[src/sv/wtsc_pkg.sv]
// ----------------------------------------------------------------------------
// wtsc_pkg
// Shared types and constants for the watch time and setting control core:
// beat structs of both channels, mode codes, command codes and register map.
// ----------------------------------------------------------------------------
package wtsc_pkg;

    // command codes of an input beat
    localparam logic [1:0] CMD_SECOND = 2'd0;
    localparam logic [1:0] CMD_UI     = 2'd1;
    localparam logic [1:0] CMD_WAKE   = 2'd2;

    // configuration register indexes
    localparam int unsigned CFG_IDX_W = 3;
    localparam logic [CFG_IDX_W-1:0] CFG_MINUTE_CORR   = 3'd0;
    localparam logic [CFG_IDX_W-1:0] CFG_HOUR_CORR     = 3'd1;
    localparam logic [CFG_IDX_W-1:0] CFG_DAY_CORR      = 3'd2;
    localparam logic [CFG_IDX_W-1:0] CFG_MONTH_CORR    = 3'd3;
    localparam logic [CFG_IDX_W-1:0] CFG_SHORT_TIMEOUT = 3'd4;
    localparam logic [CFG_IDX_W-1:0] CFG_LONG_TIMEOUT  = 3'd5;
    localparam int unsigned CFG_DATA_W = 16;

    // reset values of time and registers
    localparam logic [5:0]  SECONDS_RST       = 6'd30;
    localparam logic [5:0]  MINUTES_RST       = 6'd59;
    localparam logic [4:0]  HOURS_RST         = 5'd23;
    localparam logic [5:0]  MINUTE_CORR_RST   = 6'd0;
    localparam logic [5:0]  HOUR_CORR_RST     = 6'd4;
    localparam logic [4:0]  DAY_CORR_RST      = 5'd4;
    localparam logic [5:0]  MONTH_CORR_RST    = 6'd0;
    localparam logic [15:0] SHORT_TIMEOUT_RST = 16'd5000;
    localparam logic [15:0] LONG_TIMEOUT_RST  = 16'd30000;

    // last values before rollover
    localparam logic [5:0] SECOND_LAST = 6'd59;
    localparam logic [5:0] MINUTE_LAST = 6'd59;
    localparam logic [4:0] HOUR_LAST   = 5'd23;

    typedef enum logic [1:0] {
        MODE_IDLE       = 2'd0,
        MODE_DISPLAY    = 2'd1,
        MODE_SET_HOUR   = 2'd2,
        MODE_SET_MINUTE = 2'd3
    } mode_t;

    typedef struct packed {
        logic [1:0] command;
        logic       left_level;
        logic       right_level;
        logic       left_press;
        logic       right_press;
    } in_beat_t;

    typedef struct packed {
        logic       display_active;
        logic [1:0] hour_tens;
        logic [3:0] hour_ones;
        logic [2:0] minute_tens;
        logic [3:0] minute_ones;
        logic       hour_mark;
        logic       minute_mark;
        logic [1:0] mode;
    } out_beat_t;

    // time of day
    typedef struct packed {
        logic [5:0] seconds;
        logic [5:0] minutes;
        logic [4:0] hours;
    } tod_t;

    // drift correction settings
    typedef struct packed {
        logic [5:0] minute;
        logic [5:0] hour;
        logic [4:0] day;
        logic [5:0] month;
    } corr_t;

endpackage

[src/sv/wtsc_tick.sv]
// ----------------------------------------------------------------------------
// wtsc_tick
// Next time of day for a one-second tick: rollover of seconds, minutes, hours
// and the day count, drift correction and carry of excess seconds.
// ----------------------------------------------------------------------------
module wtsc_tick #(
    parameter int DAYS_PER_PERIOD = 30,
    parameter int DAY_W           = 5
) (
    input  wtsc_pkg::tod_t    tod_i,
    input  logic [DAY_W-1:0]  day_i,
    input  wtsc_pkg::corr_t   corr_i,
    output wtsc_pkg::tod_t    tod_o,
    output logic [DAY_W-1:0]  day_o,
    output logic              wake_set_o
);
    import wtsc_pkg::*;

    localparam logic [DAY_W-1:0] DAY_LAST = DAY_W'(DAYS_PER_PERIOD - 1);

    logic [7:0] sec_sum;
    logic [5:0] min_step;
    logic [1:0] carry;
    logic [7:0] sec_rem;
    logic [6:0] min_sum;

    // rollover chain with correction seconds
    always_comb begin
        tod_o      = tod_i;
        day_o      = day_i;
        wake_set_o = 1'b0;
        min_step   = tod_i.minutes;
        sec_sum    = {2'b00, tod_i.seconds} + 8'd1;
        if (tod_i.seconds == SECOND_LAST) begin
            sec_sum = {2'b00, corr_i.minute};
            if (tod_i.minutes == MINUTE_LAST) begin
                min_step   = 6'd0;
                sec_sum    = sec_sum + {2'b00, corr_i.hour};
                wake_set_o = 1'b1;
                if (tod_i.hours == HOUR_LAST) begin
                    tod_o.hours = 5'd0;
                    sec_sum     = sec_sum + {3'b000, corr_i.day};
                    if (day_i == DAY_LAST) begin
                        day_o   = '0;
                        sec_sum = sec_sum + {2'b00, corr_i.month};
                    end else begin
                        day_o = day_i + DAY_W'(1);
                    end
                end else begin
                    tod_o.hours = tod_i.hours + 5'd1;
                end
            end else begin
                min_step = tod_i.minutes + 6'd1;
            end
        end

        // excess seconds carry into minutes, at most three minutes
        if (sec_sum >= 8'd180) begin
            carry   = 2'd3;
            sec_rem = sec_sum - 8'd180;
        end else if (sec_sum >= 8'd120) begin
            carry   = 2'd2;
            sec_rem = sec_sum - 8'd120;
        end else if (sec_sum >= 8'd60) begin
            carry   = 2'd1;
            sec_rem = sec_sum - 8'd60;
        end else begin
            carry   = 2'd0;
            sec_rem = sec_sum;
        end
        min_sum = {1'b0, min_step} + {5'd0, carry};
        if (min_sum >= 7'd60) begin
            min_sum = min_sum - 7'd60;
        end
        tod_o.minutes = min_sum[5:0];
        tod_o.seconds = sec_rem[5:0];
    end

endmodule

[src/sv/watch_time_and_setting_control_core.sv]
// ----------------------------------------------------------------------------
// watch_time_and_setting_control_core
// Watch time keeping with drift correction, mode control for display and
// setting, and BCD display digits for every beat.
// ----------------------------------------------------------------------------
//  channel  | ports                         | beat
//  ---------+-------------------------------+------------------------------
//  input    | s_valid s_ready s_data        | command, button levels, presses
//  result   | m_valid m_ready m_data        | mode, marks, BCD hour and minute
//  config   | cfg_wr_en cfg_index cfg_wdata | one register write per cycle
//
//  Time, mode and the result register update at the
//  edge that accepts the beat, and a beat is accepted every cycle while the
//  result register is empty or being drained. A stall on the result side
//  holds s_ready low until the waiting result is taken. Reset loads the
//  time 23:59:30, idle mode and the register defaults; no clearing pass.
// ----------------------------------------------------------------------------
module watch_time_and_setting_control_core #(
    parameter int DAYS_PER_PERIOD = 30,
    parameter int ON_TIME_WIDTH   = 16
) (
    input  logic                                    aclk,
    input  logic                                    aresetn,
    input  logic                                    s_valid,
    output logic                                    s_ready,
    input  wtsc_pkg::in_beat_t                      s_data,
    output logic                                    m_valid,
    input  logic                                    m_ready,
    output wtsc_pkg::out_beat_t                     m_data,
    input  logic                                    cfg_wr_en,
    input  logic [wtsc_pkg::CFG_IDX_W-1:0]          cfg_index,
    input  logic [wtsc_pkg::CFG_DATA_W-1:0]         cfg_wdata
);
    import wtsc_pkg::*;

    localparam int DAY_W = $clog2(DAYS_PER_PERIOD + 1);
    localparam int CMP_W = (ON_TIME_WIDTH > CFG_DATA_W) ? ON_TIME_WIDTH : CFG_DATA_W;
    localparam logic [ON_TIME_WIDTH-1:0] ON_TIME_MAX = {ON_TIME_WIDTH{1'b1}};

    // configuration registers
    corr_t       corr_reg;
    logic [15:0] short_timeout_reg;
    logic [15:0] long_timeout_reg;

    // state
    tod_t                     tod_reg, tod_next;
    logic [DAY_W-1:0]         day_reg, day_next;
    mode_t                    mode_reg, mode_next;
    logic [ON_TIME_WIDTH-1:0] on_time_reg, on_time_next;
    logic                     wake_reg, wake_next;
    logic                     m_valid_reg;
    out_beat_t                m_data_reg, m_data_next;

    tod_t             tick_tod;
    logic [DAY_W-1:0] tick_day;
    logic             tick_wake;

    logic        accept;
    logic        left_ev, right_ev, force_idle;
    logic [15:0] limit;
    logic [1:0]  h_tens;
    logic [3:0]  h_ones;
    logic [2:0]  m_tens;
    logic [3:0]  m_ones;

    assign s_ready = !m_valid_reg || m_ready;
    assign accept  = s_valid && s_ready;
    assign m_valid = m_valid_reg;
    assign m_data  = m_data_reg;

    // register writes
    always_ff @(posedge aclk) begin
        if (!aresetn) begin
            corr_reg.minute   <= MINUTE_CORR_RST;
            corr_reg.hour     <= HOUR_CORR_RST;
            corr_reg.day      <= DAY_CORR_RST;
            corr_reg.month    <= MONTH_CORR_RST;
            short_timeout_reg <= SHORT_TIMEOUT_RST;
            long_timeout_reg  <= LONG_TIMEOUT_RST;
        end else if (cfg_wr_en) begin
            case (cfg_index)
                CFG_MINUTE_CORR:   corr_reg.minute   <= cfg_wdata[5:0];
                CFG_HOUR_CORR:     corr_reg.hour     <= cfg_wdata[5:0];
                CFG_DAY_CORR:      corr_reg.day      <= cfg_wdata[4:0];
                CFG_MONTH_CORR:    corr_reg.month    <= cfg_wdata[5:0];
                CFG_SHORT_TIMEOUT: short_timeout_reg <= cfg_wdata;
                CFG_LONG_TIMEOUT:  long_timeout_reg  <= cfg_wdata;
                default: ;
            endcase
        end
    end

    // second tick rollover
    wtsc_tick #(
        .DAYS_PER_PERIOD (DAYS_PER_PERIOD),
        .DAY_W           (DAY_W)
    ) u_tick (
        .tod_i      (tod_reg),
        .day_i      (day_reg),
        .corr_i     (corr_reg),
        .tod_o      (tick_tod),
        .day_o      (tick_day),
        .wake_set_o (tick_wake)
    );

    // command handling and mode machine
    always_comb begin
        tod_next     = tod_reg;
        day_next     = day_reg;
        mode_next    = mode_reg;
        on_time_next = on_time_reg;
        wake_next    = wake_reg;
        left_ev      = s_data.left_press && s_data.left_level;
        right_ev     = s_data.right_press && s_data.right_level;
        force_idle   = 1'b0;
        limit        = (mode_reg == MODE_SET_HOUR || mode_reg == MODE_SET_MINUTE)
                       ? long_timeout_reg : short_timeout_reg;
        case (s_data.command)
            CMD_SECOND: begin
                tod_next = tick_tod;
                day_next = tick_day;
                if (tick_wake) begin
                    wake_next = 1'b1;
                end
            end
            CMD_UI: begin
                case (mode_reg)
                    MODE_IDLE: begin
                        if (wake_reg) begin
                            wake_next    = 1'b0;
                            on_time_next = '0;
                            mode_next    = MODE_DISPLAY;
                        end
                    end
                    MODE_DISPLAY: begin
                        if (s_data.left_level && s_data.right_level) begin
                            mode_next = MODE_SET_HOUR;
                        end
                        if (s_data.left_level || s_data.right_level) begin
                            on_time_next = '0;
                        end
                    end
                    MODE_SET_HOUR: begin
                        if (right_ev) begin
                            on_time_next = '0;
                            mode_next    = MODE_SET_MINUTE;
                        end
                        if (left_ev) begin
                            on_time_next   = '0;
                            tod_next.hours = (tod_reg.hours == HOUR_LAST)
                                             ? 5'd0 : tod_reg.hours + 5'd1;
                        end
                    end
                    MODE_SET_MINUTE: begin
                        if (right_ev) begin
                            on_time_next     = '0;
                            tod_next.seconds = 6'd0;
                            mode_next        = MODE_DISPLAY;
                        end
                        if (left_ev) begin
                            on_time_next     = '0;
                            tod_next.seconds = 6'd0;
                            tod_next.minutes = (tod_reg.minutes == MINUTE_LAST)
                                               ? 6'd0 : tod_reg.minutes + 6'd1;
                        end
                        force_idle = s_data.left_level && s_data.right_level;
                    end
                    default: ;
                endcase
                // on-time limit against the mode held at the start of the tick
                if (mode_next != MODE_IDLE) begin
                    if (force_idle || (CMP_W'(on_time_next) > CMP_W'(limit))) begin
                        mode_next = MODE_IDLE;
                        wake_next = 1'b0;
                    end else if (on_time_next != ON_TIME_MAX) begin
                        on_time_next = on_time_next + ON_TIME_WIDTH'(1);
                    end
                end
            end
            CMD_WAKE: wake_next = 1'b1;
            default: ;
        endcase
    end

    // bcd digits of the new time, midnight shown as 24:00
    always_comb begin
        if (tod_next.hours >= 5'd20) begin
            h_tens = 2'd2;
            h_ones = 4'(tod_next.hours - 5'd20);
        end else if (tod_next.hours >= 5'd10) begin
            h_tens = 2'd1;
            h_ones = 4'(tod_next.hours - 5'd10);
        end else begin
            h_tens = 2'd0;
            h_ones = tod_next.hours[3:0];
        end
        if (tod_next.minutes >= 6'd50) begin
            m_tens = 3'd5;
            m_ones = 4'(tod_next.minutes - 6'd50);
        end else if (tod_next.minutes >= 6'd40) begin
            m_tens = 3'd4;
            m_ones = 4'(tod_next.minutes - 6'd40);
        end else if (tod_next.minutes >= 6'd30) begin
            m_tens = 3'd3;
            m_ones = 4'(tod_next.minutes - 6'd30);
        end else if (tod_next.minutes >= 6'd20) begin
            m_tens = 3'd2;
            m_ones = 4'(tod_next.minutes - 6'd20);
        end else if (tod_next.minutes >= 6'd10) begin
            m_tens = 3'd1;
            m_ones = 4'(tod_next.minutes - 6'd10);
        end else begin
            m_tens = 3'd0;
            m_ones = tod_next.minutes[3:0];
        end
        if (tod_next.hours == 5'd0 && tod_next.minutes == 6'd0) begin
            h_tens = 2'd2;
            h_ones = 4'd4;
        end
        m_data_next.display_active = (mode_next != MODE_IDLE);
        m_data_next.hour_tens      = h_tens;
        m_data_next.hour_ones      = h_ones;
        m_data_next.minute_tens    = m_tens;
        m_data_next.minute_ones    = m_ones;
        m_data_next.hour_mark      = (mode_next == MODE_SET_HOUR);
        m_data_next.minute_mark    = (mode_next == MODE_SET_MINUTE);
        m_data_next.mode           = mode_next;
    end

    // state registers, updated per accepted beat
    always_ff @(posedge aclk) begin
        if (!aresetn) begin
            tod_reg.seconds <= SECONDS_RST;
            tod_reg.minutes <= MINUTES_RST;
            tod_reg.hours   <= HOURS_RST;
            day_reg         <= '0;
            mode_reg        <= MODE_IDLE;
            on_time_reg     <= '0;
            wake_reg        <= 1'b0;
        end else if (accept) begin
            tod_reg     <= tod_next;
            day_reg     <= day_next;
            mode_reg    <= mode_next;
            on_time_reg <= on_time_next;
            wake_reg    <= wake_next;
        end
    end

    // result register
    always_ff @(posedge aclk) begin
        if (!aresetn) begin
            m_valid_reg <= 1'b0;
        end else if (accept) begin
            m_valid_reg <= 1'b1;
        end else if (m_ready) begin
            m_valid_reg <= 1'b0;
        end
    end

    always_ff @(posedge aclk) begin
        if (accept) begin
            m_data_reg <= m_data_next;
        end
    end

    // time fields stay in range
    assert property (@(posedge aclk) disable iff (!aresetn)
        tod_reg.seconds <= SECOND_LAST && tod_reg.minutes <= MINUTE_LAST
        && tod_reg.hours <= HOUR_LAST)
        else $error("time of day out of range");

    assert property (@(posedge aclk) disable iff (!aresetn)
        day_reg < DAY_W'(DAYS_PER_PERIOD))
        else $error("day count out of range");

    // an accepted beat always leaves a result
    assert property (@(posedge aclk) disable iff (!aresetn)
        accept |=> m_valid)
        else $error("accepted beat produced no result");

    // result marks agree with the reported mode
    assert property (@(posedge aclk) disable iff (!aresetn)
        m_valid |-> (m_data.display_active == (m_data.mode != MODE_IDLE))
        && (m_data.hour_mark == (m_data.mode == MODE_SET_HOUR))
        && (m_data.minute_mark == (m_data.mode == MODE_SET_MINUTE)))
        else $error("result marks disagree with mode");

    // the result mode is the mode held after the beat
    assert property (@(posedge aclk) disable iff (!aresetn)
        accept |=> m_data.mode == mode_reg)
        else $error("result mode differs from state");

endmodule
[config.mk]
export PLATFORM = sky130hd
export DESIGN_NAME = watch_time_and_setting_control_core
export DESIGN_NICKNAME = d
export VERILOG_FILES = /design/src/sv/wtsc_pkg.sv /design/src/sv/wtsc_tick.sv /design/src/sv/watch_time_and_setting_control_core.sv
export SDC_FILE = /design/constraint.sdc
export NUM_CORES = 1
export LEC_CHECK = 0
export BUFFER_PORTS_ARGS = -buffer_cell sky130_fd_sc_hd__buf_4
export CAP_MARGIN = 20
export CORE_MARGIN = 2
export CORE_UTILIZATION = 50
export CTS_CLUSTER_DIAMETER = 200
export CTS_CLUSTER_SIZE = 14
export DETAILED_ROUTE_END_ITERATION = 12
export PLACE_DENSITY = 0.68
export SLEW_MARGIN = 20
export SYNTH_ARGS = -nofsm -noshare
export SYNTH_HDL_FRONTEND = slang
export SYNTH_HIERARCHICAL = 1
export SYNTH_SLANG_ARGS = --single-unit
[constraint.sdc]
create_clock -name aclk -period 8.5 [get_ports aclk]
set_input_delay 0.85 -clock aclk [delete_from_list [all_inputs] [get_ports aclk]]
set_output_delay 0.85 -clock aclk [all_outputs]
set_load 0.05 [all_outputs]
==> run summary <==
most common cell after layout, fill and taps aside -> nand2_1
Tmin final -> 7.97 ns
gr busiest metal -> met2
Yosys reg bits -> 115
main combinational cell family by area after synthesis -> simple AND/OR/NAND/NOR gates
Worst Setup End Kind -> register
CTS Sinks -> 115
crit path launch type -> register
Synth cell types -> 96
post-synthesis mux area share -> 6.13%
Setup-failing EPs final -> 0
FF/Latch Area -> 2480 µm²
Ant. Diodes -> 0
sw power -> 524 µW
CTS tree -> yes
synth warn -> 6
GRT Total Usage -> 24.4%
relative slew slack -> 27.9%
Top FF cell, synth -> dfxtp_1
via count -> 7899
DR pass1 iterations -> 6
setup TNS -> 0 ns
final design utilization -> 58.6%
Syn Inst Count -> 1057
fraction of registers with async set/reset -> 0%
core area -> 16600 µm²
dpl hpwl -> 15.1 mm
fmax -> 0.125 GHz
CP peak stage delay -> 0.41 ns
ANT nets after route -> 0
port bufs -> 49
Comb pwr share -> 19.6%
Post-Synth Adder-Cell Area -> 9.90%
clock share of power -> 43.8%
Mapped Nets -> 1152
met1 GRT Util -> 33.7%
GRT met2 Usage -> 38.8%
Boundary Pins -> 50
max-cap viol count -> 0
Max Slew Vio Count -> 0
most frequent cells in the layout -> nand2_1, dfxtp_1, nor2_1
H-tree levels -> 4
layout cells sized above 1 -> 14.6%
Wirelength per Cell -> 16.3 µm
FF-to-FF path depth -> 40
post-DR vias/cell -> 5.98
dpl ws -> 0.0181 ns
P per Cell Area -> 168 nW/µm²
1st-iter DRT viols -> 712
Max FO, Critical Path -> 7
switching share of power -> 32.1%
Synth Cell Area -> 8520 µm²
max FFs per register -> 23
Req. time, crit path -> 8.66 ns
Skew-Pair Late Insertion Delay -> 0.42 ns
total CTS buffers -> 17
final hold vios -> 0
Die Height -> 135 µm
Post-Synth Simple-Gate Area -> 24.6%
final worst slack -> 0.526 ns
Min-Delay Path Class -> register to register
syn avg cell area -> 8.06 µm²
sequential-to-total area share from yosys stat -> 29.1%
residual DRC count -> 0
global-route wire length before repair -> 36.1 mm
hold path cells -> 2
clk root buf -> clkbuf_16
Compound-Gate Fraction of Synth Area -> 22.6%
Setup CP Type -> register to register
GRT Residual Overflow -> 0
Multi-input gate area -> 5740 µm²
CTS Buffer Depth -> 2
vias in the first global route -> 7223
Cell Int Power -> 1110 µW
Filler cells -> 1533
Post-synth EDFFs -> 18
Reg clk slew, reported paths -> 0.06 ns
Data arrival, critical path -> 8.14 ns
xor and xnor area share after synthesis -> 2.76%
total power -> 1630 µW
peak supply drop -> 138 µV
global-route met3 utilization -> 4.99%
chip width -> 135 µm
GP Congestion -> 0.898
status -> finished clean
largest net degree at the start of global routing -> 54
Tcrit/Tclk final -> 93.8%
Routed WL -> 21.5 mm
Synth-to-Final Area Change -> 14.4%
Seq pwr share -> 36.6%
starting density of the core -> 51.2%
Site Rows -> 47
Slowest cell on crit path -> o31ai_2
Die ar. -> 18100 µm²
Max Clock Skew -> 0.0126 ns
Slew @ Worst Pin -> 1.08 ns
placed cells -> 1283
Final #Nets -> 1183
Finished Layout Cells -> 1321
Pleak -> 0.00391 µW
initial antenna violation count -> 0
cells by family (layout without fill, tap and decap cells):
kind of cell,Yosys count,after routing
AOI/OAI and AO/OA,272,272
xor gates and xnor gates,26,26
adders and majority gates,65,65
buffers and inverters,100,144
DFF,115,115
muxes,51,51
and+or+nand+nor,428,428
cell usage after synthesis, types with 4 or more instances:
cell	instances	area share [%]
o21a_1	7	0.62
nand4_1	18	1.3
or3_1	4	0.29
edfxtp_1	18	6.3
and3_1	19	1.4
nor2_1	66	2.9
a31oi_1	13	0.95
o22ai_1	8	0.59
nor3_1	25	1.5
o211ai_1	19	1.7
nand3_1	56	3.3
and2_1	11	0.81
o21ai_0	41	2.4
a22oi_1	5	0.44
xnor2_1	17	1.7
dfxtp_1	97	23
or2_2	4	0.29
clkbuf_1	39	1.7
nor4_1	6	0.44
nand2b_1	6	0.44
inv_1	40	1.8
o221ai_1	4	0.41
a22o_1	7	0.72
nand3b_1	5	0.44
o21ai_1	6	0.35
a221o_1	5	0.59
or2_1	4	0.29
inv_2	7	0.31
mux2i_1	45	5.3
nor3b_1	7	0.62
a211oi_1	11	0.97
o31ai_1	4	0.35
ha_1	61	9.0
a21o_1	9	0.79
a31o_1	4	0.41
fa_1	4	0.94
and4b_1	4	0.47
buf_2	7	0.41
xor2_1	8	0.82
a21oi_1	71	4.2
nand2_1	170	7.5
through the flow:
step	hold WS, ns	instance area (µm²)
floorplan	0.433	8520
global placement	0.440	9000
detailed placement	0.447	9010
CTS	0.456	9600
global route	0.469	9750
finish	0.454	9750
final timing paths:
path / from / end / slack, ns
hold reg to reg: long_timeout_reg[6] / long_timeout_reg[6] / 0.45
setup / recovery: corr_reg[17] / m_data[12] / 0.53
setup reg to reg: corr_reg[17] / m_data[12] / 0.53
hold / removal: long_timeout_reg[6] / long_timeout_reg[6] / 0.45
power by group through the flow:
stage / Clock [µW] / Sequential (µW) / Combinational, µW
global placement: 0 / 609 / 300
global route: 752 / 601 / 353
finish: 716 / 598 / 320
detailed placement: 0 / 609 / 303
CTS: 726 / 597 / 305
floorplan: 0 / 635 / 196
critical path: cells and delay by family, from the launching register on:
family	cells	cell delay, ns
compound gates	14	2.56
mux	2	0.59
buf+inv	3	0.32
simple gates	11	1.56
fa+ha+maj	7	1.83
flops	1	0.33
xor+xnor	3	0.52
layer usage:
layer / up-vias / wire length, µm
met3: 36 / 1060
met5: - / 0
met4: 0 / 416
met2: 210 / 9870
met1: 3695 / 10200
li1: 3958 / -
area by class of cell:
cell class	count	area share, %
Timing Repair Buffer	64	4.97
Tap cell	220	2.82
Inverter	48	1.85
Multi-Input combinational cell	842	58.9
Clock buffer	17	4.37
Sequential cell	115	25.5
Clock inverter	15	1.62
repair_timing:
item,4_1_cts,5_1_grt
gates resized for setup,1,29
pin swaps,0,12
endpoints found under the setup margin,1,10
hold buffers,0,0
hold endpoints to repair,0,0
setup buffers,0,6
(Power assumes the default switching activity.)
